<file path="src/rtl/core/tslt_pkg.sv">
package tslt_pkg;

  localparam logic [7:0] ProtoTcp = 8'h06;
  localparam int unsigned FlagFinBit = 0;
  localparam int unsigned FlagSynBit = 1;
  localparam logic [7:0] FlagSynOrAck = 8'h12;

  typedef enum logic {
    FuncCreate = 1'b0,
    FuncUpdate = 1'b1
  } tslt_func_e;

  typedef enum logic [1:0] {
    ModeInline = 2'd0,
    ModeAhead  = 2'd1,
    ModeBehind = 2'd2
  } tslt_mode_e;

  // One flow entry: both directions plus the per-flow flags.
  typedef struct packed {
    logic        created;
    logic        incomplete;
    tslt_mode_e  mode1;
    tslt_mode_e  mode0;
    logic [31:0] exp_seq1;
    logic [31:0] exp_seq0;
  } tslt_row_t;

  localparam int unsigned RowWidth = $bits(tslt_row_t);

  typedef struct packed {
    tslt_func_e  func;
    logic        from_source;
    logic [7:0]  ip_protocol;
    logic [31:0] seq_number;
    logic [31:0] ack_number;
    logic [15:0] payload_length;
    logic [7:0]  tcp_flag_bits;
  } tslt_item_t;

  typedef struct packed {
    logic loss_now;
    logic flow_incomplete;
    logic ignored;
  } tslt_result_t;

endpackage

</file>
<file path="src/rtl/core/tslt_ram.sv">
module tslt_ram import tslt_pkg::*; #(
  parameter int unsigned Width = 8,
  parameter int unsigned Depth = 16,
  localparam int unsigned Aw = (Depth > 1) ? $clog2(Depth) : 1
) (
  input  logic             clk_i,
  input  logic             we_i,
  input  logic [Aw-1:0]    waddr_i,
  input  logic [Width-1:0] wdata_i,
  input  logic             re_i,
  input  logic [Aw-1:0]    raddr_i,
  output logic [Width-1:0] rdata_o
);

  logic [Width-1:0] mem_q [Depth];
  logic [Width-1:0] rdata_q;

  always_ff @(posedge clk_i) begin
    if (we_i) begin
      mem_q[waddr_i] <= wdata_i;
    end
    if (re_i) begin
      rdata_q <= mem_q[raddr_i];
    end
  end

  assign rdata_o = rdata_q;

endmodule

</file>
<file path="config.mk">
export PLATFORM = sky130hd
export DESIGN_NAME = tslt_ram
export DESIGN_NICKNAME = d
export VERILOG_FILES = /design/src/rtl/core/tslt_pkg.sv /design/src/rtl/core/tslt_ram.sv
export SDC_FILE = /design/constraint.sdc
export NUM_CORES = 1
export LEC_CHECK = 0
export BUFFER_PORTS_ARGS = -buffer_cell sky130_fd_sc_hd__buf_4
export CELL_PAD_IN_SITES_DETAIL_PLACEMENT = 1
export CELL_PAD_IN_SITES_GLOBAL_PLACEMENT = 1
export CORE_ASPECT_RATIO = 0.5
export CORE_UTILIZATION = 53
export CTS_BUF_LIST = sky130_fd_sc_hd__clkbuf_16
export CTS_CLUSTER_DIAMETER = 30
export DETAILED_ROUTE_END_ITERATION = 6
export HOLD_SLACK_MARGIN = 0.03
export PLACE_DENSITY_LB_ADDON = 0.25
export SETUP_SLACK_MARGIN = 0.5
export SYNTH_ARGS = -nofsm -noshare
export SYNTH_HDL_FRONTEND = slang
export SYNTH_SLANG_ARGS = --single-unit
</file>
<file path="constraint.sdc">
create_clock -name clk_i -period 2.4 [get_ports clk_i]
set_input_delay 0.36 -clock clk_i [delete_from_list [all_inputs] [get_ports clk_i]]
set_output_delay 0.36 -clock clk_i [all_outputs]
set_load 0.01 [all_outputs]
</file>
After elaboration in Yosys (flattened, before gate mapping)
Memory sizes are Yosys's and may differ from the RTL's. A register that Yosys moved wholly into a read port is not among the register bits.
Cells that the tools add are included.
{ "classes": {"mux": 2} }
{ "op_table": {"columns": ["cell", "n"], "rows": [
  ["1-bit two-way mux", 2]
]} }
{ "totals": {"regBits": 0, "mem_bits_rw": 128, "in_bits": 19, "memories": 1} }
{ "mem_list": {"columns": ["memory", "words", "width", "read_ports", "rd_ports_with_merged_regs", "write_ports", "line_no", "rtl"], "rows": [
  ["mem_q", 16, 8, 1, 1, 1, "tslt_ram.sv:15", "logic [Width-1:0] mem_q [Depth];"]
]} }

Logic depth before layout (Yosys ltp)
{ "depth": {"word_depth": 2, "depth_mapped": 5} }

Worst setup path before layout
No wires, ideal clock.
{ "synth_path": {"kind": "input to register", "startpoint": "in waddr_i[2]", "endpoint": "mem mem_q[0][0], enable pin", "setup_time_ps": 383, "arrival_ps": 1470, "required_time_ps": 2017, "slack_ps": 547, "path_stages": 2, "path_buffers": 0, "cell_sequence": "or3b_2 -> nor3_1"} }
{ "synth_lines": {"columns": ["item", "line_no", "rtl"], "rows": [
  ["start, declared", "tslt_ram.sv:8", "input logic [Aw-1:0] waddr_i,"],
  ["end, declared", "tslt_ram.sv:15", null]
]} }
Straight into the memory's write port.

==> results.tsv <==
metric	value	unit
Setup Crit Path Kind	in -> reg	
sequential area share after synthesis	78.1	%
skew final	5.02	ps
Post-Syn Instances	229	
slowest stage delay, CP	590	ps
Critical Path Start	raddr_i[0]	
hpwl dp	6910	µm
worst path buffer plus inverter count	2	
Cell Rows	25	
Avg WL per Cell	27.9	µm
FF-to-FF path depth	3	
Nets	302	
DIE AREA	10300	µm²
final setup violation count	0	
drt first pass iters	4	
Final Hold Slack	278	ps
MaxCap Viol Count	0	
vias per cell	5.99	
Die Wd	142	µm
crit path cell chain	buf_4 > buf_12 > mux4_1 > a22oi_1 > nand2_1	
worst r2r dst	rdata_o[2]	
worst hold path stage count	1	
CTS tree	done	
CTS max path bufs	2	
CP endpoint	rdata_o[0]	
Slew @ Worst Pin	640	ps
Ys Warns	0	
area of the mapped netlist	5230	µm²
io pins	27	
syn avg cell area	22.8	µm²
share of layout cells above drive strength 1	30.1	%
Cell variety after synth	18	
WP data required	2530	ps
Hold WC Path Type	in -> reg	
M1 WL	5490	µm
Clock Root Buffer	clkbuf_16	
Final Cell Area	6230	µm²
Yosys reg bits	136	
largest net degree at the start of global routing	33	
Max VDD drop	0.549	mV
min Tclk post-route	1790	ps
Starting Density	55.0	%
Slew Limit Fails	0	
final hold vios	0	
first-pass GRT wire length	17400	µm
vias in the first global route	2631	
Met2 Wirelength	5810	µm
Filler Cell Count	792	
DR iter-0 viols	252	
H-Tree Depth	4	
cts hold-fix bufs	0	
vias post-DR	2583	
Setup crit end kind	flip-flop	
TNS Setup	0	ps
CP top delay family	multiplexers	
commonest non-fill, non-tap cells in the layout	136 x edfxtp_1, 44 x buf_4, 18 x mux4_2	
final antenna-violating net count	0	
Hold Path Origin	re_i	
Area Growth Syn to Fin	19.2	%
slew margin rel.	57.1	%
status	finished, final reports clean	
PortBufs	26	
ant diodes	0	
CTS resizes	0	
PD cells	884	nW/µm²
total grt overflow	0	
r2r startpoint	mem_q[0][2]	
CTS Sinks	136	
Setup Buffers After CTS	0	
gr usage total	25.7	%
Die Height	72.2	µm
Routed WL	12000	µm
startpoint types	input port	
DP Area	5660	µm²
fin crit share	74.5	%
Core Box Area	9510	µm²
RSZ-0062 raised after global routing	no	
Fmax	0.559	GHz
R2R setup slack	670	ps
clk slew on worst S/H paths	60	ps
Net Count, Synth	248	
worst path arrival time	1920	ps
worst-skew pair later-pin latency	400	ps
antenna violations before repair	0	
TritonCTS Buffers	17	
WP depth	5	
most common cell after layout, fill and taps aside	edfxtp_1	
met3 WL post-DR	641	µm
slowest stage cell on the critical path	mux4_1	
routability cong.	0.734	
DRC	0	
cell leakage power	2.13	nW
crit path max fanout	21	
top layer used by detailed routing	met4	
## worst min-delay path by stage
stage / end / slack [ps]
floorplan: mem_q[0][0] / 460
global placement: mem_q[5][3] / 660
detailed placement: mem_q[7][1] / 680
CTS: mem_q[4][1] / 260
global route: rdata_o[7] / 260
finish: rdata_o[7] / 280
## synth_stat cells (all sizes together)
master | n | area (µm²)
nand3b | 2 | 15.0
nand3 | 1 | 5.00
buf | 7 | 56.3
nor2 | 13 | 48.8
or3b | 1 | 8.76
clkdlybuf4s25 | 3 | 30.0
mux4 | 32 | 773
nand2b | 2 | 12.5
nor2b | 1 | 6.26
and2b | 1 | 7.51
a22oi | 16 | 120
edfxtp | 136 | 4080
nor3 | 4 | 20.0
and2 | 1 | 6.26
nand2 | 9 | 33.8
## cell families (layout without fill, tap and decap cells)
| group | count (synthesis) | after routing | share of synthesized area, % |
|---|---|---|---|
| mux | 32 | 32 | 14.8 |
| buf+inv | 10 | 77 | 1.65 |
| compound gates | 16 | 16 | 2.30 |
| simple gates | 35 | 35 | 3.14 |
| flops | 136 | 136 | 78.1 |
## worst register-to-register path, cell delays in order, from the launching register on
cell      delay [ps]
edfxtp_1         410
mux4_1           550
a22oi_1          320
nand2_1          170
## metal layers
| metal | vias to the layer above | track usage, % |
|---|---|---|
| li1 | 1088 | - |
| met2 | 100 | 40.1 |
| met4 | 0 | 6.93 |
| met1 | 1384 | 37.0 |
| met3 | 11 | 6.47 |
| met5 | - | 0 |
## sequential cells by signal, summed over array words and instances, names as in the netlist
signal   count
rdata_o      8
mem_q      128
## metrics by stage
stage          util (%)  cells  total power [mW]  worst slack (ps)
2_1_floorplan         -    229              2.88               547
3_3_place_gp       59.5    399              2.99               331
3_5_place_dp       59.5    399              3.01               311
4_1_cts            65.5    431              5.53               609
5_1_grt            65.5    431              5.63               563
6_report           65.5    431              5.51               612
## area by class of cell
class                   instances  area, µm²  area share (%)
clock inverters                15        145            2.33
repair buffers                 45        350            5.62
clock buffers                  17        425            6.83
multi-input cells              83       1060            17.0
well taps                     135        169            2.71
flip-flops and latches        136       4080            65.5
## report_power, final
| part | total (mW) | switching [mW] | internal [mW] |
|---|---|---|---|
| combinational | 0.277 | 0.159 | 0.118 |
| clock | 2.53 | 0.932 | 1.60 |
| sequential | 2.70 | 0.0186 | 2.68 |
Note: power is estimated with default switching activity, not from simulation.
