[src/rtl/core/tslt_pkg.sv]
package tslt_pkg;

  localparam logic [7:0] ProtoTcp = 8'h06;
  localparam int unsigned FlagFinBit = 0;
  localparam int unsigned FlagSynBit = 1;
  localparam logic [7:0] FlagSynOrAck = 8'h12;

  typedef enum logic {
    FuncCreate = 1'b0,
    FuncUpdate = 1'b1
  } tslt_func_e;

  typedef enum logic [1:0] {
    ModeInline = 2'd0,
    ModeAhead  = 2'd1,
    ModeBehind = 2'd2
  } tslt_mode_e;

  // One flow entry: both directions plus the per-flow flags.
  typedef struct packed {
    logic        created;
    logic        incomplete;
    tslt_mode_e  mode1;
    tslt_mode_e  mode0;
    logic [31:0] exp_seq1;
    logic [31:0] exp_seq0;
  } tslt_row_t;

  localparam int unsigned RowWidth = $bits(tslt_row_t);

  typedef struct packed {
    tslt_func_e  func;
    logic        from_source;
    logic [7:0]  ip_protocol;
    logic [31:0] seq_number;
    logic [31:0] ack_number;
    logic [15:0] payload_length;
    logic [7:0]  tcp_flag_bits;
  } tslt_item_t;

  typedef struct packed {
    logic loss_now;
    logic flow_incomplete;
    logic ignored;
  } tslt_result_t;

endpackage

[src/rtl/core/tslt_update.sv]
module tslt_update import tslt_pkg::*; (
  input  tslt_row_t    row_i,
  input  tslt_item_t   item_i,
  input  logic         in_range_i,
  output tslt_row_t    row_o,
  output logic         wr_en_o,
  output tslt_result_t result_o
);

  logic        dir1;
  logic        tracked;
  logic [16:0] step;
  logic [31:0] seq_sum;
  logic [31:0] exp_own;
  tslt_mode_e  mode_own;
  tslt_mode_e  mode_new;
  logic        loss;

  assign dir1    = ~item_i.from_source;
  assign tracked = (item_i.ip_protocol == ProtoTcp) && in_range_i;
  assign step    = {1'b0, item_i.payload_length}
                 + {16'd0, item_i.tcp_flag_bits[FlagSynBit]}
                 + {16'd0, item_i.tcp_flag_bits[FlagFinBit]};
  // In line means seq equals the expected value, so seq serves as the base.
  assign seq_sum  = item_i.seq_number + {15'd0, step};
  assign exp_own  = dir1 ? row_i.exp_seq1 : row_i.exp_seq0;
  assign mode_own = dir1 ? row_i.mode1 : row_i.mode0;

  always_comb begin
    if (exp_own > item_i.seq_number) begin
      mode_new = ModeAhead;
      loss     = (mode_own != ModeInline);
    end else if (exp_own < item_i.seq_number) begin
      mode_new = ModeBehind;
      loss     = (mode_own != ModeInline);
    end else begin
      mode_new = ModeInline;
      loss     = (mode_own == ModeBehind);
    end
  end

  always_comb begin
    row_o    = row_i;
    wr_en_o  = 1'b0;
    result_o = '{loss_now: 1'b0, flow_incomplete: 1'b0, ignored: 1'b1};
    if (tracked) begin
      case (item_i.func)
        FuncCreate: begin
          result_o.ignored = 1'b0;
          if (!row_i.created) begin
            wr_en_o          = 1'b1;
            row_o.created    = 1'b1;
            row_o.incomplete = 1'b0;
            row_o.mode0      = ModeInline;
            row_o.mode1      = ModeInline;
            if (dir1) begin
              row_o.exp_seq1 = seq_sum;
              row_o.exp_seq0 = item_i.ack_number;
            end else begin
              row_o.exp_seq0 = seq_sum;
              row_o.exp_seq1 = item_i.ack_number;
            end
          end
          result_o.flow_incomplete = row_o.incomplete;
        end
        FuncUpdate: begin
          if (row_i.created) begin
            wr_en_o          = 1'b1;
            result_o.ignored = 1'b0;
            if (((item_i.tcp_flag_bits & FlagSynOrAck) != 8'd0) && (exp_own == 32'd0)) begin
              if (dir1) begin
                row_o.exp_seq1 = seq_sum;
              end else begin
                row_o.exp_seq0 = seq_sum;
              end
            end else begin
              if (dir1) begin
                row_o.mode1 = mode_new;
              end else begin
                row_o.mode0 = mode_new;
                result_o.loss_now = loss;
                if (loss) begin
                  row_o.incomplete = 1'b1;
                end
              end
              if (mode_new == ModeInline) begin
                if (dir1) begin
                  row_o.exp_seq1 = seq_sum;
                end else begin
                  row_o.exp_seq0 = seq_sum;
                end
              end else if (mode_new == ModeBehind) begin
                if (dir1) begin
                  row_o.exp_seq1 = item_i.seq_number;
                end else begin
                  row_o.exp_seq0 = item_i.seq_number;
                end
              end
            end
            result_o.flow_incomplete = row_o.incomplete;
          end
        end
        default: begin
          wr_en_o = 1'b0;
        end
      endcase
    end
  end

endmodule

[config.mk]
export PLATFORM = sky130hd
export DESIGN_NAME = tslt_update
export DESIGN_NICKNAME = d
export VERILOG_FILES = /design/src/rtl/core/tslt_pkg.sv /design/src/rtl/core/tslt_update.sv
export SDC_FILE = /design/constraint.sdc
export NUM_CORES = 1
export LEC_CHECK = 0
export BUFFER_PORTS_ARGS = -buffer_cell sky130_fd_sc_hd__buf_4
export CAP_MARGIN = 20
export CORE_AREA = 2 2 141 143
export DETAILED_ROUTE_END_ITERATION = 12
export DIE_AREA = 0 0 143 145
export GPL_TIMING_DRIVEN = 0
export SLEW_MARGIN = 10
export SYNTH_ARGS = -nofsm -noshare
export SYNTH_HDL_FRONTEND = slang
export SYNTH_SLANG_ARGS = --single-unit
export TNS_END_PERCENT = 30
[constraint.sdc]
create_clock -name vclk -period 4.65
set_input_delay 0.2325 -clock vclk [all_inputs]
set_output_delay 0.2325 -clock vclk [all_outputs]
set_load 0.005 [all_outputs]
Word level (Yosys, flattened, before mapping)
Cells that the tools add are included.
Storage, ports and cells
  ROM bits: 0
  register bits: 0
  bits in writable memories: 0
  input port bits: 169
  logic and storage cells: 49
  memories kept: 0
  output and inout bits: 74
  bits in latches: 0
Cells by class
  reductions and logical operators: 6
  multipliers: 0
  add/subtract/negate cells: 3
  div/mod/pow operators: 0
  muxes and demuxes: 34
  eq/ne operators: 3
  order comparisons: 2
  shift-type cells: 0
  bitwise logic cells: 1
Operators with widths (number)
  two-way mux 64 bit: 4
  two-way mux 32 bit: 5
  two-way mux 69 bit: 2
  case mux 69 bit (2 select lines): 1
  two-way mux 70 bit: 1
  adder 32 x 17 -> 32 bit: 1
  greater-than comparator 32 bit: 1
  logical NOT 32 bit: 1
  less-than comparator 32 bit: 1
  adder 16 x 1 -> 17 bit: 1
  adder 17 x 1 -> 17 bit: 1
  two-way mux 1 bit: 11
  two-way mux 2 bit: 5
  == test 8 x 3 -> 1 bit, second input constant: 1
  nonzero test 8 bit: 1
  two-way mux 3 bit: 2
  two-way mux 5 bit: 1
  == test 2 bit, second input constant: 2
  case mux 2 bit (2 select lines): 1
  logical AND 1 bit: 2
  logical NOT 2 bit: 1
  case mux 1 bit (2 select lines): 1
  nonzero test 2 bit: 1
  NOT 1 bit: 1

Logic depth before layout (Yosys ltp)
  word-level depth: 11
  depth in mapped cells: 18

Worst setup path before layout
OpenSTA, ideal clock, no wires.
  path kind: in2out
  from: input port item_i[96] (netlist bit)
  to: output port row_o[56] (netlist bit)
  arrival: 4.165 ns
  path slack: 0.252 ns
  cell stages on the path: 15
  cells stage by stage: clkbuf_1 buf_1 clkbuf_1 buf_1 mux2_2 ha_1 a21oi_1 o21ai_0 a221oi_2 o21ai_1 nor4b_1 a32o_1 a311o_1 o21ai_0 a21oi_1
RTL lines
  start, declared: line tslt_update.sv:3  | input tslt_item_t item_i,
  end, declared: line tslt_update.sv:5  | output tslt_row_t row_o,

==> flow_summary_export.csv <==
group,metric,value,unit
status,status,"finished clean",
power_and_ir_drop,p_per_area,110,nW/um2
sta,max_freq,219,MHz
route,first_pass_iters,5,
die,coreArea,19200,um2
clock_tree,ctsHoldBuffers,0,
placed_design,gp_congestion,0.984,
final_layout,n_sequential_cell,0,
synth,synthCells,891,
global_route,grt_pass1_wl,52.9,mm
setup_path,end_kind,"primary output",
final_layout,seqCellArea,0,um2
die,ios,243,
global_route,antenna_found_initial,0,
route,routed-via-count,8858,
sta,fin_setup_tns,0,ns
min_path,hp-class,"primary input to primary output",
flow_run,max_cap_viol_count,0,
sta,finalSetupViolCount,0,
sta,worstMarginPinSlew,0.920,ns
synth,avgSynthCellArea,6.54,um2
route,drc,0,
setup_path,arrival,4.34,ns
final_layout,final_cells,1402,
setup_path,crit_required,4.42,ns
route,drt-wirelength-per-cell,26.0,um
synth,netlist_area,5830,um2
global_route,grt_pass1_vias,8514,
setup_path,crit_start,"item_i[96]",
setup_path,cpMaxStageDelayCell,"a21o_1",
power_and_ir_drop,total_power,0.000906,W
route,ant_nets,0,
final_layout,clkbuf_count,0,
die,die-area,20700,um2
placed_design,place_hpwl,29.1,mm
global_route,grt_use_total,33.3,%
placed_design,placed_area,7950,um2
route,routed_via_density,6.32,
sta,slew_headroom,38.6,%
synth,synth_compound_area_share,43.5,%
final_layout,final_design_area_no_fill,8230,um2
setup_path,crit_type,"primary input to primary output",
synth,synth_seq_area_share,0,%
die,die_w,143,um
final_layout,area_growth,41.2,%
final_layout,final_cell_mix,"252 x buf_4, 82 x nor2_1, 73 x nand2_1, 70 x a21oi_1, 68 x o21ai_0",
power_and_ir_drop,leakage,3.64,nW
final_layout,num-fill-cells,2097,
min_path,min_from,"row_i[65]",
sta,report.final.slew_viol_count,0,
synth,syn-num-nets,1128,
synth,yosys.area.top_type,"ha_1",
synth,synthMuxAreaShare,7.15,%
die,placementRows,51,
setup_path,critical_path.max_stage_delay,0.44,ns
final_layout,drive_gt1_share,30.0,%
sta,period_needed,4.57,ns
die,start_util,30.3,%
global_route,grt_max_degree,12,
synth,ys_types,77,
synth,synth_top_area_share,14.2,%
synth,ys.warnings.count,0,
synth,synth-xor-area-share,4.06,%
route,first_iter_violations,845,
synth,synth_fa_ha_area_share,14.9,%
sta,post-route-period-util,98.3,%
min_path,min_path_cells,4,
placed_design,dpl.cell_count,1394,
synth,synth_top_family_by_area,"compound AO/OA/AOI/OAI gates",
die,die-height,145,um
placed_design,port_buffers,237,
setup_path,cp_cell_sequence,"buf_4 -> buf_6 -> clkbuf_4 -> buf_6 -> mux2_2 -> ha_1 -> nand4_1 -> buf_4 -> nor4_4 -> nand3_2 -> a31o_2 -> and3_4 -> buf_6 -> nand2_4 -> a21o_1 -> o21ai_0 -> a31oi_1 -> buf_4",
global_route,overflow,0,
setup_path,crit_fanout,11,
synth,yosys-top-cells-area,"ha_1 14%, a21oi_1 6.2%, o21ai_0 5.9%",
sta,holdWs,0.758,ns
route,drt_wl_total,36.4,mm
sta,rsz0062_at_grt,"false",
final_layout,final_common_cell,"buf_4",
final_layout,fin_nets,1376,
power_and_ir_drop,peakVddDrop,0.0535,mV
synth,yosys.area_share.simple,23.3,%
final_layout,diodes,0,
setup_path,cp-start-kind,"primary input",
sta,finalHoldViolations,0,
==> layer usage <==
layer  track usage, %  routed length (um)  part of all wire [%]
met5                0                   0                     0
met4             12.5                1680                   4.6
met3             6.57                4290                    12
met2             52.1               15700                    43
met1             44.8               14700                    40
==> where the power goes <==
group | total (W) | switching [W] | internal [W]
Sequential | 0 | 0 | 0
Combinational | 0.000906 | 0.000526 | 0.000380
Clock | 0 | 0 | 0
Total | 0.000906 | 0.000526 | 0.000380
==> critical path: cells and delay by family <==
| family | cells | cell delay (ns) |
|---|---|---|
| multiplexers | 1 | 0.36 |
| AND/OR/NAND/NOR | 5 | 1.00 |
| buffers and inverters | 7 | 1.35 |
| adder cells (fa/ha/maj) | 1 | 0.30 |
| AO/OA/AOI/OAI | 4 | 1.08 |
==> cell usage after synthesis, drive strengths merged (3+ instances only) <==
cell,number
buf,18
a21o,16
o22ai,40
a211o,8
a31oi,19
a221oi,19
o21a,7
clkbuf,37
a2bb2oi,3
o21ai,76
mux2,29
a21oi,73
xor2,5
ha,66
a31o,4
o211ai,8
nor3,28
nand2b,10
o21bai,4
o31ai,4
nand4,13
nand3,26
a221o,4
o221a,3
or2,4
nor2,85
o22a,16
a211oi,10
o2111ai,6
a22oi,6
o32ai,7
inv,49
nand2,76
o221ai,8
a32oi,3
and4,3
mux2i,9
nor2b,8
xnor2,22
nor4,14
and3,9
o311a,3
==> per-stage QoR <==
step	utilization [%]	worst slack, ns
after floorplan	-	0.252
after global placement	41.3	-2.28
after detailed placement	41.4	-1.96
after CTS	42.4	0.00506
after global routing	42.8	0.0263
final	42.8	0.0768
==> kinds of logic after synthesis <==
| kind of cell | count (synthesis) |
|---|---|
| buffers and inverters | 104 |
| and+or+nand+nor | 284 |
| adders and majority gates | 68 |
| AOI/OAI and AO/OA | 370 |
| muxes | 38 |
| xor gates and xnor gates | 27 |
==> timing repair <==
item / in CTS / in global routing
endpoints found under the setup margin: 71 / 56
resized for setup: 43 / 14
buffers inserted: 6 / 4
pin swaps: 5 / 7
==> final timing paths <==
check         to  slack [ns]
max    row_o[44]        0.08
min    row_o[65]        0.76
==> area by class of cell <==
cell class | instances | area, um2 | share of cell area (%)
Buffer | 53 | 277 | 3.36
Inverter | 49 | 184 | 2.24
Multi-Input combinational cell | 787 | 5570 | 67.7
Tap cell | 265 | 332 | 4.03
Timing Repair Buffer | 248 | 1860 | 22.6
(Power assumes the default switching activity.)
